--- src/clock_hand_stepper_positioner_defines.svh ---
// Assertion macros for the RTL.
`ifndef CLOCK_HAND_STEPPER_POSITIONER_DEFINES_SVH
`define CLOCK_HAND_STEPPER_POSITIONER_DEFINES_SVH

// Same-cycle implication, checked while out of reset.
`define CHSP_ASSERT_IMPL(label, clk, rst_n, ante, cons) \
    label: assert property (@(posedge clk) disable iff (!rst_n) (ante) |-> (cons)) \
        else $error("implication check failed");

// Next-cycle implication, checked while out of reset.
`define CHSP_ASSERT_NEXT(label, clk, rst_n, ante, cons) \
    label: assert property (@(posedge clk) disable iff (!rst_n) (ante) |=> (cons)) \
        else $error("next-cycle check failed");

`endif

--- src/chsp_pkg.sv ---
`timescale 1ns / 1ps

package chsp_pkg;

    localparam int POS_W       = 13;
    localparam int QUEUE_DEPTH = 2;
    localparam int QPTR_W      = $clog2(QUEUE_DEPTH);
    localparam int QCNT_W      = $clog2(QUEUE_DEPTH + 1);

    typedef logic signed [POS_W-1:0] t_pos;

    typedef struct packed {
        logic [4:0] hour;
        logic [5:0] minute;
        logic [4:0] previous_hour;
    } t_in;

    typedef struct packed {
        logic [1:0]  motor;
        logic        direction;
        logic [11:0] step_count;
        logic        last;
    } t_out;

    // One classified update, handed from the front end to the back end.
    typedef struct packed {
        logic plate_first;
        logic crossing;
        logic plate_left;
        t_pos hour_target;
        t_pos minute_target;
    } t_job;

    localparam logic [1:0]  MOTOR_PLATE  = 2'd0;
    localparam logic [1:0]  MOTOR_HOUR   = 2'd1;
    localparam logic [1:0]  MOTOR_MINUTE = 2'd2;
    localparam logic [11:0] COUNT_MAX    = 12'd4095;
    localparam logic [11:0] PLATE_RESET  = 12'd1100;
    localparam logic [4:0]  HALF_DAY     = 5'd12;

    // Step position of the hour hand at the start of the given hour.
    function automatic t_pos hour_base(input logic [4:0] hour);
        t_pos v;
        unique case (hour)
            5'd0:  v = -13'sd120;
            5'd1:  v = 13'sd30;
            5'd2:  v = 13'sd300;
            5'd3:  v = 13'sd550;
            5'd4:  v = 13'sd850;
            5'd5:  v = 13'sd1180;
            5'd6:  v = 13'sd1520;
            5'd7:  v = 13'sd1870;
            5'd8:  v = 13'sd2190;
            5'd9:  v = 13'sd2500;
            5'd10: v = 13'sd2770;
            5'd11: v = 13'sd3040;
            5'd12: v = 13'sd0;
            5'd13: v = 13'sd200;
            5'd14: v = 13'sd400;
            5'd15: v = 13'sd640;
            5'd16: v = 13'sd940;
            5'd17: v = 13'sd1280;
            5'd18: v = 13'sd1610;
            5'd19: v = 13'sd1930;
            5'd20: v = 13'sd2280;
            5'd21: v = 13'sd2580;
            5'd22: v = 13'sd2830;
            5'd23: v = 13'sd3090;
            5'd24: v = 13'sd3240;
            default: v = 13'sd3450;
        endcase
        return v;
    endfunction

    // Steps per minute within the given hour.
    function automatic logic [2:0] hour_rate(input logic [4:0] hour);
        logic [2:0] v;
        unique case (hour)
            5'd0:  v = 3'd2;
            5'd1:  v = 3'd4;
            5'd2:  v = 3'd4;
            5'd3:  v = 3'd5;
            5'd4:  v = 3'd5;
            5'd5:  v = 3'd5;
            5'd6:  v = 3'd5;
            5'd7:  v = 3'd5;
            5'd8:  v = 3'd5;
            5'd9:  v = 3'd4;
            5'd10: v = 3'd4;
            5'd11: v = 3'd3;
            5'd12: v = 3'd0;
            5'd13: v = 3'd3;
            5'd14: v = 3'd4;
            5'd15: v = 3'd5;
            5'd16: v = 3'd5;
            5'd17: v = 3'd5;
            5'd18: v = 3'd5;
            5'd19: v = 3'd5;
            5'd20: v = 3'd5;
            5'd21: v = 3'd4;
            5'd22: v = 3'd4;
            5'd23: v = 3'd2;
            5'd24: v = 3'd3;
            default: v = 3'd0;
        endcase
        return v;
    endfunction

    // Step position of the minute hand at the start of a ten-minute span.
    function automatic t_pos minute_base(input logic [2:0] tens);
        t_pos v;
        unique case (tens)
            3'd0: v = 13'sd0;
            3'd1: v = 13'sd470;
            3'd2: v = 13'sd920;
            3'd3: v = 13'sd1370;
            3'd4: v = 13'sd1820;
            3'd5: v = 13'sd2270;
            default: v = 13'sd2770;
        endcase
        return v;
    endfunction

    // Steps per minute within a ten-minute span.
    function automatic logic [5:0] minute_rate(input logic [2:0] tens);
        logic [5:0] v;
        unique case (tens)
            3'd0: v = 6'd47;
            3'd1: v = 6'd45;
            3'd2: v = 6'd45;
            3'd3: v = 6'd45;
            3'd4: v = 6'd45;
            3'd5: v = 6'd50;
            default: v = 6'd0;
        endcase
        return v;
    endfunction

endpackage

--- src/chsp_front.sv ---
`timescale 1ns / 1ps

module chsp_front (
    input  logic            i_clk,
    input  logic            i_rst_n,
    input  logic            i_in_valid,
    output logic            o_in_ready,
    input  chsp_pkg::t_in   i_in_data,
    input  logic            i_q_full,
    output logic            o_push,
    output chsp_pkg::t_job  o_job
);

    logic              r_first;
    logic              w_hour_pm;
    logic              w_prev_pm;
    logic [2:0]        w_hour_rate;
    logic [8:0]        w_hour_frac;
    logic [2:0]        w_tens;
    logic [5:0]        w_tens_min;
    logic [3:0]        w_units;
    logic [5:0]        w_min_rate;
    logic [9:0]        w_min_frac;
    chsp_pkg::t_pos    w_hour_frac_pos;
    chsp_pkg::t_pos    w_min_frac_pos;

    assign o_in_ready = !i_q_full;
    assign o_push     = i_in_valid && !i_q_full;

    assign w_hour_pm = i_in_data.hour >= chsp_pkg::HALF_DAY;
    assign w_prev_pm = i_in_data.previous_hour >= chsp_pkg::HALF_DAY;

    assign w_hour_rate     = chsp_pkg::hour_rate(i_in_data.hour);
    assign w_hour_frac     = {6'd0, w_hour_rate} * {3'd0, i_in_data.minute};
    assign w_hour_frac_pos = {4'd0, w_hour_frac};

    // Ten-minute span found by a compare chain; the units follow by subtraction.
    always_comb begin
        if (i_in_data.minute >= 6'd60) begin
            w_tens = 3'd6;
        end else if (i_in_data.minute >= 6'd50) begin
            w_tens = 3'd5;
        end else if (i_in_data.minute >= 6'd40) begin
            w_tens = 3'd4;
        end else if (i_in_data.minute >= 6'd30) begin
            w_tens = 3'd3;
        end else if (i_in_data.minute >= 6'd20) begin
            w_tens = 3'd2;
        end else if (i_in_data.minute >= 6'd10) begin
            w_tens = 3'd1;
        end else begin
            w_tens = 3'd0;
        end
    end

    assign w_tens_min     = {3'd0, w_tens} * 6'd10;
    assign w_units        = 4'(i_in_data.minute - w_tens_min);
    assign w_min_rate     = chsp_pkg::minute_rate(w_tens);
    assign w_min_frac     = {4'd0, w_min_rate} * {6'd0, w_units};
    assign w_min_frac_pos = {3'd0, w_min_frac};

    always_comb begin
        o_job.plate_first   = r_first && !w_hour_pm;
        o_job.crossing      = w_hour_pm != w_prev_pm;
        o_job.plate_left    = w_hour_pm;
        o_job.hour_target   = chsp_pkg::hour_base(i_in_data.hour) + w_hour_frac_pos;
        o_job.minute_target = chsp_pkg::minute_base(w_tens) + w_min_frac_pos;
    end

    always_ff @(posedge i_clk) begin
        if (!i_rst_n) begin
            r_first <= 1'b1;
        end else if (o_push) begin
            r_first <= 1'b0;
        end
    end

endmodule

--- src/chsp_queue.sv ---
`timescale 1ns / 1ps

module chsp_queue (
    input  logic            i_clk,
    input  logic            i_rst_n,
    input  logic            i_push,
    input  chsp_pkg::t_job  i_job,
    output logic            o_full,
    input  logic            i_pop,
    output logic            o_valid,
    output chsp_pkg::t_job  o_job
);

    chsp_pkg::t_job                  r_mem [chsp_pkg::QUEUE_DEPTH];
    logic [chsp_pkg::QPTR_W-1:0]     r_wptr;
    logic [chsp_pkg::QPTR_W-1:0]     r_rptr;
    logic [chsp_pkg::QCNT_W-1:0]     r_count;

    assign o_full  = r_count == chsp_pkg::QCNT_W'(chsp_pkg::QUEUE_DEPTH);
    assign o_valid = r_count != '0;
    assign o_job   = r_mem[r_rptr];

    always_ff @(posedge i_clk) begin
        if (i_push) begin
            r_mem[r_wptr] <= i_job;
        end
    end

    always_ff @(posedge i_clk) begin
        if (!i_rst_n) begin
            r_wptr  <= '0;
            r_rptr  <= '0;
            r_count <= '0;
        end else begin
            if (i_push) begin
                r_wptr <= r_wptr + 1'b1;
            end
            if (i_pop) begin
                r_rptr <= r_rptr + 1'b1;
            end
            if (i_push && !i_pop) begin
                r_count <= r_count + 1'b1;
            end else if (i_pop && !i_push) begin
                r_count <= r_count - 1'b1;
            end
        end
    end

endmodule

--- src/chsp_back.sv ---
`timescale 1ns / 1ps

module chsp_back (
    input  logic            i_clk,
    input  logic            i_rst_n,
    input  logic            i_q_valid,
    input  chsp_pkg::t_job  i_q_job,
    output logic            o_pop,
    input  logic [11:0]     i_plate_steps,
    output logic            o_out_valid,
    input  logic            i_out_ready,
    output chsp_pkg::t_out  o_out_data
);

    localparam logic [2:0] S_IDLE   = 3'd0;
    localparam logic [2:0] S_FIRST  = 3'd1;
    localparam logic [2:0] S_REWIND = 3'd2;
    localparam logic [2:0] S_PLATE  = 3'd3;
    localparam logic [2:0] S_HOUR   = 3'd4;
    localparam logic [2:0] S_MINUTE = 3'd5;

    logic [2:0]      r_state;
    logic [2:0]      n_state;
    chsp_pkg::t_job  r_job;
    chsp_pkg::t_job  n_job;
    chsp_pkg::t_pos  r_hour_pos;
    chsp_pkg::t_pos  n_hour_pos;
    chsp_pkg::t_pos  r_min_pos;
    chsp_pkg::t_pos  n_min_pos;
    logic            r_out_valid;
    logic            n_out_valid;
    chsp_pkg::t_out  r_out;
    chsp_pkg::t_out  n_out;

    logic            w_adv;
    chsp_pkg::t_pos  w_tgt;
    chsp_pkg::t_pos  w_pos;
    logic [13:0]     w_delta;
    logic [13:0]     w_mag;
    logic [11:0]     w_sat;
    logic [13:0]     w_issued;
    logic [13:0]     w_sum;
    chsp_pkg::t_pos  w_new_pos;

    function automatic logic [2:0] start_state(input chsp_pkg::t_job job);
        logic [2:0] s;
        if (job.plate_first) begin
            s = S_FIRST;
        end else if (job.crossing) begin
            s = S_REWIND;
        end else begin
            s = S_HOUR;
        end
        return s;
    endfunction

    assign w_adv       = !r_out_valid || i_out_ready;
    assign o_out_valid = r_out_valid;
    assign o_out_data  = r_out;

    // Hand move: minute hand in S_MINUTE, else hour hand (to zero on rewind).
    always_comb begin
        case (r_state)
            S_MINUTE: begin
                w_tgt = r_job.minute_target;
                w_pos = r_min_pos;
            end
            S_REWIND: begin
                w_tgt = '0;
                w_pos = r_hour_pos;
            end
            default: begin
                w_tgt = r_job.hour_target;
                w_pos = r_hour_pos;
            end
        endcase
    end

    assign w_delta   = {w_tgt[12], w_tgt} - {w_pos[12], w_pos};
    assign w_mag     = w_delta[13] ? (~w_delta + 14'd1) : w_delta;
    assign w_sat     = (w_mag > {2'b00, chsp_pkg::COUNT_MAX}) ? chsp_pkg::COUNT_MAX : w_mag[11:0];
    assign w_issued  = w_delta[13] ? (14'd0 - {2'b00, w_sat}) : {2'b00, w_sat};
    assign w_sum     = {w_pos[12], w_pos} + w_issued;
    assign w_new_pos = w_sum[12:0];

    always_comb begin
        n_state     = r_state;
        n_job       = r_job;
        n_hour_pos  = r_hour_pos;
        n_min_pos   = r_min_pos;
        n_out_valid = r_out_valid && !i_out_ready;
        n_out       = r_out;
        o_pop       = 1'b0;
        unique case (r_state)
            S_IDLE: begin
                if (i_q_valid) begin
                    o_pop   = 1'b1;
                    n_job   = i_q_job;
                    n_state = start_state(i_q_job);
                end
            end
            S_FIRST: begin
                if (w_adv) begin
                    n_out_valid = 1'b1;
                    n_out       = '{chsp_pkg::MOTOR_PLATE, 1'b0, i_plate_steps, 1'b0};
                    n_state     = r_job.crossing ? S_REWIND : S_HOUR;
                end
            end
            S_REWIND: begin
                if (w_adv) begin
                    n_out_valid = 1'b1;
                    n_out       = '{chsp_pkg::MOTOR_HOUR, !w_delta[13], w_sat, 1'b0};
                    n_hour_pos  = '0;
                    n_state     = S_PLATE;
                end
            end
            S_PLATE: begin
                if (w_adv) begin
                    n_out_valid = 1'b1;
                    n_out       = '{chsp_pkg::MOTOR_PLATE, r_job.plate_left, i_plate_steps,
                                    1'b0};
                    n_state     = S_HOUR;
                end
            end
            S_HOUR: begin
                if (w_adv) begin
                    n_out_valid = 1'b1;
                    n_out       = '{chsp_pkg::MOTOR_HOUR, !w_delta[13], w_sat, 1'b0};
                    n_hour_pos  = w_new_pos;
                    n_state     = S_MINUTE;
                end
            end
            S_MINUTE: begin
                if (w_adv) begin
                    n_out_valid = 1'b1;
                    n_out       = '{chsp_pkg::MOTOR_MINUTE, !w_delta[13], w_sat, 1'b1};
                    n_min_pos   = w_new_pos;
                    // Chain straight into the next queued update without a bubble.
                    if (i_q_valid) begin
                        o_pop   = 1'b1;
                        n_job   = i_q_job;
                        n_state = start_state(i_q_job);
                    end else begin
                        n_state = S_IDLE;
                    end
                end
            end
            default: begin
                n_state = S_IDLE;
            end
        endcase
    end

    always_ff @(posedge i_clk) begin
        if (!i_rst_n) begin
            r_state     <= S_IDLE;
            r_out_valid <= 1'b0;
            r_hour_pos  <= '0;
            r_min_pos   <= '0;
        end else begin
            r_state     <= n_state;
            r_out_valid <= n_out_valid;
            r_hour_pos  <= n_hour_pos;
            r_min_pos   <= n_min_pos;
        end
    end

    always_ff @(posedge i_clk) begin
        r_job <= n_job;
        r_out <= n_out;
    end

endmodule

--- src/clock_hand_stepper_positioner.sv ---
`timescale 1ns / 1ps
// Channel  | Handshake                  | Payload
// ---------+----------------------------+-----------------------------------
// in       | i_in_valid / o_in_ready    | i_in_data  (hour, minute, prev hr)
// out      | o_out_valid / i_out_ready  | o_out_data (motor, dir, count, last)
// cfg      | i_cfg_we                   | i_cfg_wdata (plate step count)
//
// Each update yields two to five move commands, issued one per cycle while the output accepts them;
// an update popped while the sequencer is idle passes through its idle state first.
// A two-entry queue lets the front end take updates while commands drain.
// Reset is synchronous and returns both hand positions to zero and re-arms the first update.
// A stalled output holds its command and the sequencer waits.

`include "clock_hand_stepper_positioner_defines.svh"

module clock_hand_stepper_positioner (
    input  logic            i_clk,
    input  logic            i_rst_n,
    input  logic            i_in_valid,
    output logic            o_in_ready,
    input  chsp_pkg::t_in   i_in_data,
    output logic            o_out_valid,
    input  logic            i_out_ready,
    output chsp_pkg::t_out  o_out_data,
    input  logic            i_cfg_we,
    input  logic [11:0]     i_cfg_wdata
);

    logic [11:0]     r_plate_steps;
    logic            w_push;
    logic            w_q_full;
    logic            w_q_valid;
    logic            w_pop;
    chsp_pkg::t_job  w_front_job;
    chsp_pkg::t_job  w_q_job;

    always_ff @(posedge i_clk) begin
        if (!i_rst_n) begin
            r_plate_steps <= chsp_pkg::PLATE_RESET;
        end else if (i_cfg_we) begin
            r_plate_steps <= i_cfg_wdata;
        end
    end

    chsp_front u_front (
        .i_clk      (i_clk),
        .i_rst_n    (i_rst_n),
        .i_in_valid (i_in_valid),
        .o_in_ready (o_in_ready),
        .i_in_data  (i_in_data),
        .i_q_full   (w_q_full),
        .o_push     (w_push),
        .o_job      (w_front_job)
    );

    chsp_queue u_queue (
        .i_clk   (i_clk),
        .i_rst_n (i_rst_n),
        .i_push  (w_push),
        .i_job   (w_front_job),
        .o_full  (w_q_full),
        .i_pop   (w_pop),
        .o_valid (w_q_valid),
        .o_job   (w_q_job)
    );

    chsp_back u_back (
        .i_clk         (i_clk),
        .i_rst_n       (i_rst_n),
        .i_q_valid     (w_q_valid),
        .i_q_job       (w_q_job),
        .o_pop         (w_pop),
        .i_plate_steps (r_plate_steps),
        .o_out_valid   (o_out_valid),
        .i_out_ready   (i_out_ready),
        .o_out_data    (o_out_data)
    );

    `CHSP_ASSERT_IMPL(a_last_is_minute, i_clk, i_rst_n, o_out_valid && o_out_data.last, o_out_data.motor == chsp_pkg::MOTOR_MINUTE)
    `CHSP_ASSERT_IMPL(a_minute_is_last, i_clk, i_rst_n, o_out_valid && (o_out_data.motor == chsp_pkg::MOTOR_MINUTE), o_out_data.last)
    `CHSP_ASSERT_IMPL(a_pop_needs_entry, i_clk, i_rst_n, w_pop, w_q_valid)
    `CHSP_ASSERT_NEXT(a_push_fills_queue, i_clk, i_rst_n, w_push && !w_pop, w_q_valid)

endmodule
--- config.mk ---
export PLATFORM = sky130hd
export DESIGN_NAME = clock_hand_stepper_positioner
export DESIGN_NICKNAME = d
export VERILOG_FILES = /design/src/chsp_pkg.sv /design/src/chsp_front.sv /design/src/chsp_queue.sv /design/src/chsp_back.sv /design/src/clock_hand_stepper_positioner.sv
export VERILOG_INCLUDE_DIRS = /design/src /design/src/src
export SDC_FILE = /design/constraint.sdc
export NUM_CORES = 1
export LEC_CHECK = 0
export BUFFER_PORTS_ARGS = -buffer_cell sky130_fd_sc_hd__buf_4
export CORE_ASPECT_RATIO = 0.9
export CORE_MARGIN = 1
export CORE_UTILIZATION = 57
export CTS_CLUSTER_DIAMETER = 120
export DETAILED_ROUTE_END_ITERATION = 10
export GPL_TIMING_DRIVEN = 0
export PLACE_DENSITY = 0.85
export SLEW_MARGIN = 10
export SYNTH_ARGS = -nofsm -noshare
export SYNTH_HDL_FRONTEND = slang
export SYNTH_SLANG_ARGS = --single-unit
--- constraint.sdc ---
create_clock -name i_clk -period 8.3 [get_ports i_clk]
set_input_delay 0.415 -clock i_clk [delete_from_list [all_inputs] [get_ports i_clk]]
set_output_delay 0.415 -clock i_clk [all_outputs]
set_load 0.03 [all_outputs]
# Word-level counts from Yosys, hierarchy flattened

Memory sizes are Yosys's and may differ from the RTL's. A register that Yosys moved wholly into a read port is not among the register bits.
Index checks and enable logic that the tools add are counted.

Bits in registers: 92
Latch bits: 0
Memory bits (writable): 58
ROM bits: 480
Bits of input ports: 33
Output and inout bits: 18
Logic and storage cells: 138
Memories kept: 3

$add $sub $neg: 11
$mul: 3
Divide/modulo/power cells: 0
Magnitude comparators: 9
Eq/ne operators: 19
Shift-type cells: 0
Muxes and demuxes: 46
Bitwise operators: 1
Reduce and logical (&&, ||, !) cells: 28

Memories:

| memory           | words | bits a word | read ports | clocked after Yosys merged registers in | wr ports | line             | RTL |
|---|---|---|---|---|---|---|---|
| (name not given) | 32    | 12          | 1          | 0                                       | 0        | chsp_pkg.sv:44   | `unique case (hour)` |
| (name not given) | 32    | 3           | 1          | 0                                       | 0        | chsp_pkg.sv:78   | `unique case (hour)` |
| u_queue.r_mem    | 2     | 29          | 1          | 1                                       | 1        | chsp_queue.sv:14 | `chsp_pkg::t_job r_mem [chsp_pkg::QUEUE_DEPTH];` |

Operators by type and width:

| kind                                                 | number |
|---|---|
| one-hot mux 12 bit (6 select lines)                  | 1 |
| two-way mux 16 bit                                   | 4 |
| one-hot mux 16 bit (4 select lines)                  | 1 |
| two-way mux 29 bit                                   | 2 |
| one-hot mux 29 bit (2 select lines)                  | 1 |
| two-way mux 13 bit                                   | 4 |
| one-hot mux 13 bit (2 select lines)                  | 2 |
| two-way mux 3 bit                                    | 15 |
| >= comparator 6 bit, second input constant           | 3 |
| one-hot mux 3 bit (6 select lines)                   | 1 |
| one-hot mux 6 bit (3 select lines)                   | 1 |
| adder 14 x 1 -> 14 bit, second input constant        | 1 |
| > comparator 14 x 12 -> 1 bit, second input constant | 1 |
| two-way mux 14 bit                                   | 1 |
| != test 2 x 1 -> 1 bit, second input constant        | 7 |
| NOT 14 bit                                           | 1 |
| subtractor 13 x 13 -> 14 bit                         | 1 |
| adder 12 x 10 -> 13 bit                              | 1 |
| adder 13 x 10 -> 13 bit                              | 1 |
| adder 13 bit                                         | 1 |
| subtractor 1 x 12 -> 13 bit, first input constant    | 1 |
| equality test 3 x 2 -> 1 bit, second input constant  | 4 |
| equality test 3 bit, second input constant           | 4 |
| >= comparator 6 x 5 -> 1 bit, second input constant  | 2 |
| 29 further kinds                                     | 56 |

# Longest topological paths before layout

Depth after elaboration: 13
Depth in mapped cells: 34
Depth with buffers taken out: 31

# Cells and area by module

From an unflattened synthesis, not the netlist that was laid out.

Cells, all modules: 1,172
Area total of the unflattened synthesis: 11,036.8 um^2

Modules (own cells, without submodules):

| module                        | times used | cells each | area each (um^2) | seq. area each (um^2) |
|---|---|---|---|---|
| chsp_back                     | 1          | 588        | 5,267.6          | 1,891.8 |
| chsp_front                    | 1          | 434        | 3,015.4          | 20.0 |
| chsp_queue                    | 1          | 112        | 2,313.5          | 1,841.8 |
| clock_hand_stepper_positioner | 1          | 38         | 440.4            | 240.2 |

# Worst setup path before layout

No wires, ideal clock.

Kind: reg2reg
From: register u_back.r_state[0]
To: register u_back.r_min_pos[12]
Library setup time: 135 ps
Arrival time: 6,930 ps
Data required time: 8,165 ps
Slack: 1,235 ps
Stages on the path, launching flop included: 33
Path buffers: 3
Clock period less this slack: 7,065 ps
Path through: dfxtp_1 -> clkbuf_1 -> nand2_1 -> nor2_1 -> buf_1 -> nor2_1 -> clkbuf_1 -> a22oi_1 -> ha_1 -> inv_1 -> fa_1 -> xnor2_1 -> nand2_1 -> a2111oi_4 -> nand3_2 -> o41a_1 -> o22a_1 -> a211oi_1 -> ha_1 -> nand2_1 -> nand2_1 -> fa_1 -> a21o_1 -> a21oi_1 -> o21bai_1 -> a21oi_1 -> o21bai_1 -> a211o_1 -> a21oi_1 -> xnor2_1 -> nor3_1 -> a31oi_1 -> o311ai_2

Word-level cells in the longest chain between the ends: 11
Elaborated cells on any way between the ends: 14
Those cells by class: add/sub: 4; order compare: 1; eq/ne: 2; mux: 5; bitwise: 1; reduce/logical: 1

RTL lines:

| element                                                                          | line                             | RTL |
|---|---|---|
| start: declaration                                                               | chsp_back.sv:22                  | `logic [2:0] r_state;` |
| start signal: assignment                                                         | chsp_back.sv:161                 | `r_state <= n_state;` |
| equality test 3 x 2 -> 1 bit / equality test 3 bit (equally long branches)       | chsp_back.sv:63, chsp_back.sv:94 |  |
| one-hot mux 13 bit (2 select lines) / two-way mux 13 bit (equally long branches) | chsp_back.sv:63                  | `case (r_state)` |
| subtractor 13 x 13 -> 14 bit                                                     | chsp_back.sv:79                  | `assign w_delta = {w_tgt[12], w_tgt} - {w_pos[12], w_pos};` |
| NOT 14 bit                                                                       | chsp_back.sv:80                  | `assign w_mag = w_delta[13] ? (~w_delta + 14'd1) : w_delta;` |
| adder 14 x 1 -> 14 bit                                                           | chsp_back.sv:80                  |  |
| two-way mux 14 bit                                                               | chsp_back.sv:80                  |  |
| > comparator 14 x 12 -> 1 bit                                                    | chsp_back.sv:81                  | `assign w_sat = (w_mag > {2'b00, chsp_pkg::COUNT_MAX}) ? chsp_pkg::COUNT_MAX : w_mag[11:0];` |
| two-way mux 12 bit                                                               | chsp_back.sv:81                  |  |
| subtractor 1 x 12 -> 13 bit                                                      | chsp_back.sv:82                  | `assign w_issued = w_delta[13] ? (14'd0 - {2'b00, w_sat}) : {2'b00, w_sat};` |
| two-way mux 13 bit                                                               | chsp_back.sv:82                  |  |
| adder 13 bit                                                                     | chsp_back.sv:83                  | `assign w_sum = {w_pos[12], w_pos} + w_issued;` |
| end signal: assignment                                                           | chsp_back.sv:164                 | `r_min_pos <= n_min_pos;` |
| end: declaration                                                                 | chsp_back.sv:28                  | `chsp_pkg::t_pos r_min_pos;` |

Several ways; a longest one is shown, not always the timed one.
A chain may end at the register's enable or synchronous reset.

# Final worst setup path

From: register u_back.r_state[2]
To: register u_back.r_min_pos[12]

The elaborated chain is that of the path after synthesis.

==> flow_summary.ini <==
[place]
place_congestion = 0.928
place_area_um2 = 11300
place_hpwl_um = 18700
io_buffers = 45

[die]
rows = 47
initial_utilization_pct = 58.1
core_um2 = 18300
chipHeight_um = 132
die_x_um = 146
die_area_um2 = 19300
io_pins = 51

[setup_path]
end_kind = flop
required_ps = 8610
arrival_ps = 8230
r2r_slack_ps = 370
startpoint_type = flop
r2r_start = u_back.r_state[2]$_SDFFE_PN0P_
r2r-end = u_back.r_min_pos[12]$_SDFFE_PN0P_
critPathBufInv = 4
slowest_delay_ps = 600
r2r_cells = 29
crit_fanout = 10
cp_top_family = compound AO/OA/AOI/OAI gates
cpMaxStageDelayCell = fa_1
worst-setup-path-type = reg2reg

[clocking]
cts_hold_buf = 0
cts_tree = done
clockBufferDepth = 2
clk_transition_reported_paths_ps = 60
clockRootBuffer = clkbuf_16
cts_setup_buffers = 0
h-tree-depth = 4
clkSinkCount = 149
clk_latency_ps = 430
cts_buffers = 17

[synthesis]
synth-seq-cells = 149
synth-xor-area-share_pct = 5.00
yosys_most_used_dff = edfxtp_1
ys_types = 73
synth-simple-area-share_pct = 14.6
syn_nets = 1266
synthArstFlopShare_pct = 0
synth_top_family_by_area = compound AO/OA/AOI/OAI gates
synth-edff-count = 101
seq_area_frac_synth_pct = 37.5
yosys_warnings = 0
synthAdderAreaFrac_pct = 12.8
synth.area.mux_share_pct = 5.91
synth_area_um2 = 10700
synth-compound-area-share_pct = 19.0
synthCells = 1138
syn_avg_cell_area_um2 = 9.37

[sta]
holdWs_ps = 203
hold_viol_final = 0
skew_ps = 10.1
finalSetupViolCount = 0
period_share_pct = 95.5
max_slew_margin_pct = 43.6
fmax_mhz = 126
post-route-min-period_ps = 7930
maxSlewViolCount = 0
tightestPinTransition_ps = 844
setup_tns_ps = 0

[layout]
layout_common_cells = nand2_1, edfxtp_1, inv_1, nor2_1, a21oi_1
n_antenna_cell = 0
drive_above_1_share_pct = 12.4
fill_cells = 1404
syn2layout_area_growth_pct = 12.5
multi_input_area_um2 = 6180
fin_area_um2 = 12000
final_common_cell = nand2_1
final_util_pct = 65.4
seqCellArea_um2 = 4000
num-nets-final = 1329

[detailed_routing]
firstDrtPassIters = 5
vias = 8773
postRouteAntennaNets = 0
drt_iter0_markers = 748
drc = 0
routed_wl_um = 25600
vias_per_cell = 6.01
wl_per_cell_um = 17.6

[worst_hold_path]
min_from = i_cfg_wdata[6]
hold_class = in2reg
holdPathStages = 3
min_to = r_plate_steps[6]$_SDFFE_PN1P_

[global_route]
grt_first_pass_wirelength_um = 41100
grt_pass1_vias = 8316
grtUsageTotal_pct = 26.7
grt.met2_usage_pct = 45.0
antenna_found_initial = 0
overflow = 0
met3_usage_pct = 3.63
grt.busiest_layer = met2
grt_start_max_net_pins = 31
use_met1_pct = 34.9

[outcome]
status = finished clean

[flow_run]
max_cap_violations = 0
==> cells by family (layout without fill, tap and decap cells) <==
kind of cell	after synthesis	count (layout)
simple gates	331	331
compound gates	299	299
flops	149	149
buf+inv	145	221
fa+ha+maj	95	95
xor+xnor	60	60
mux	59	59
==> worst max-delay path by stage <==
stage                                              start                           endpoint  depth (start not counted)
after floorplan           u_back.r_state[0]$_SDFFE_PN0P_  u_back.r_min_pos[12]$_SDFFE_PN0P_                         32
after global placement    u_back.r_state[0]$_SDFFE_PN0P_  u_back.r_min_pos[12]$_SDFFE_PN0P_                         30
after detailed placement  u_back.r_state[0]$_SDFFE_PN0P_  u_back.r_min_pos[12]$_SDFFE_PN0P_                         32
after CTS                 u_back.r_state[0]$_SDFFE_PN0P_  u_back.r_min_pos[12]$_SDFFE_PN0P_                         33
after global routing      u_back.r_state[2]$_SDFFE_PN0P_  u_back.r_min_pos[11]$_SDFFE_PN0P_                         29
final                     u_back.r_state[2]$_SDFFE_PN0P_  u_back.r_min_pos[12]$_SDFFE_PN0P_                         29
==> cell usage after synthesis, types with 5 or more instances <==
master    number  area share [%]
a21o_1        15             1.1
xnor2_1       38             3.1
dfxtp_1       48             9.0
o21ai_0       56             2.6
mux2i_1       27             2.5
a22o_1        13             1.1
a22oi_1       14            0.99
nand2b_1      12            0.70
o21a_1         8            0.56
a211oi_1      10            0.70
buf_2          5            0.23
inv_1         85             3.0
nand4_1        5            0.29
o21bai_1      13            0.92
or3_1          5            0.29
buf_1          5            0.18
a21oi_1       79             3.7
a31oi_1       12            0.70
and2_1        18             1.1
ha_1          72             8.4
clkbuf_1      49             1.7
edfxtp_1     101              28
nor2_1        88             3.1
xor2_1        21             1.7
or2_2          7            0.41
nand2_1      109             3.8
nand3_1       19            0.89
o22ai_1       12            0.70
a21boi_0      13            0.92
mux2_2        32             3.4
fa_1          23             4.3
o211ai_1       7            0.49
nor3_1        18            0.84
nor2b_1       33             1.9
==> per-stage QoR <==
stage	setup WS, ps	cells
after global placement	-263	1428
after floorplan	1240	1138
after CTS	89.9	1461
after detailed placement	-444	1429
final	372	1459
after global routing	-34.3	1459
==> cell type report <==
cell class,instances,area share (%)
buffer,58,1.95
clock buffer,21,4.11
clock inverter,11,0.929
inverter,85,2.66
multi-input combinational,844,51.5
sequential,149,33.3
tap,245,2.56
timing repair buffer,46,2.94
==> flip-flops by register name, indices dropped and copies added, names as in the netlist, named ones only <==
| name | flops |
|---|---|
| u_queue.r_mem | 58 |
| u_back.r_job | 28 |
| u_back.o_out_data | 15 |
| u_back.r_hour_pos | 13 |
| u_back.r_min_pos | 13 |
| r_plate_steps | 12 |
| u_back.r_state | 3 |
| u_queue.r_count | 2 |
| u_back.o_out_valid | 1 |
| u_front.r_first | 1 |
| u_queue.r_rptr | 1 |
| u_queue.r_wptr | 1 |
==> tightest hold or removal path: cells and delay by family <==
kind	cells	cell delay [ps]
buf+inv	1	80
mux	1	50
simple gates	1	60
==> routing by layer <==
metal  vias up  share of wire, %
li1       4185                 -
met1      4109                42
met2       400                48
met3        79               6.4
met4         0               3.1
met5         -                 0
==> repair_timing <==
action | CTS | global route
gates resized for setup | 5 | 8
pin swaps | 0 | 1
setup endpoints to repair | 8 | 9
Power is not shown: default switching activity piles up to over one toggle a cycle in this logic, so the estimate is an artifact.
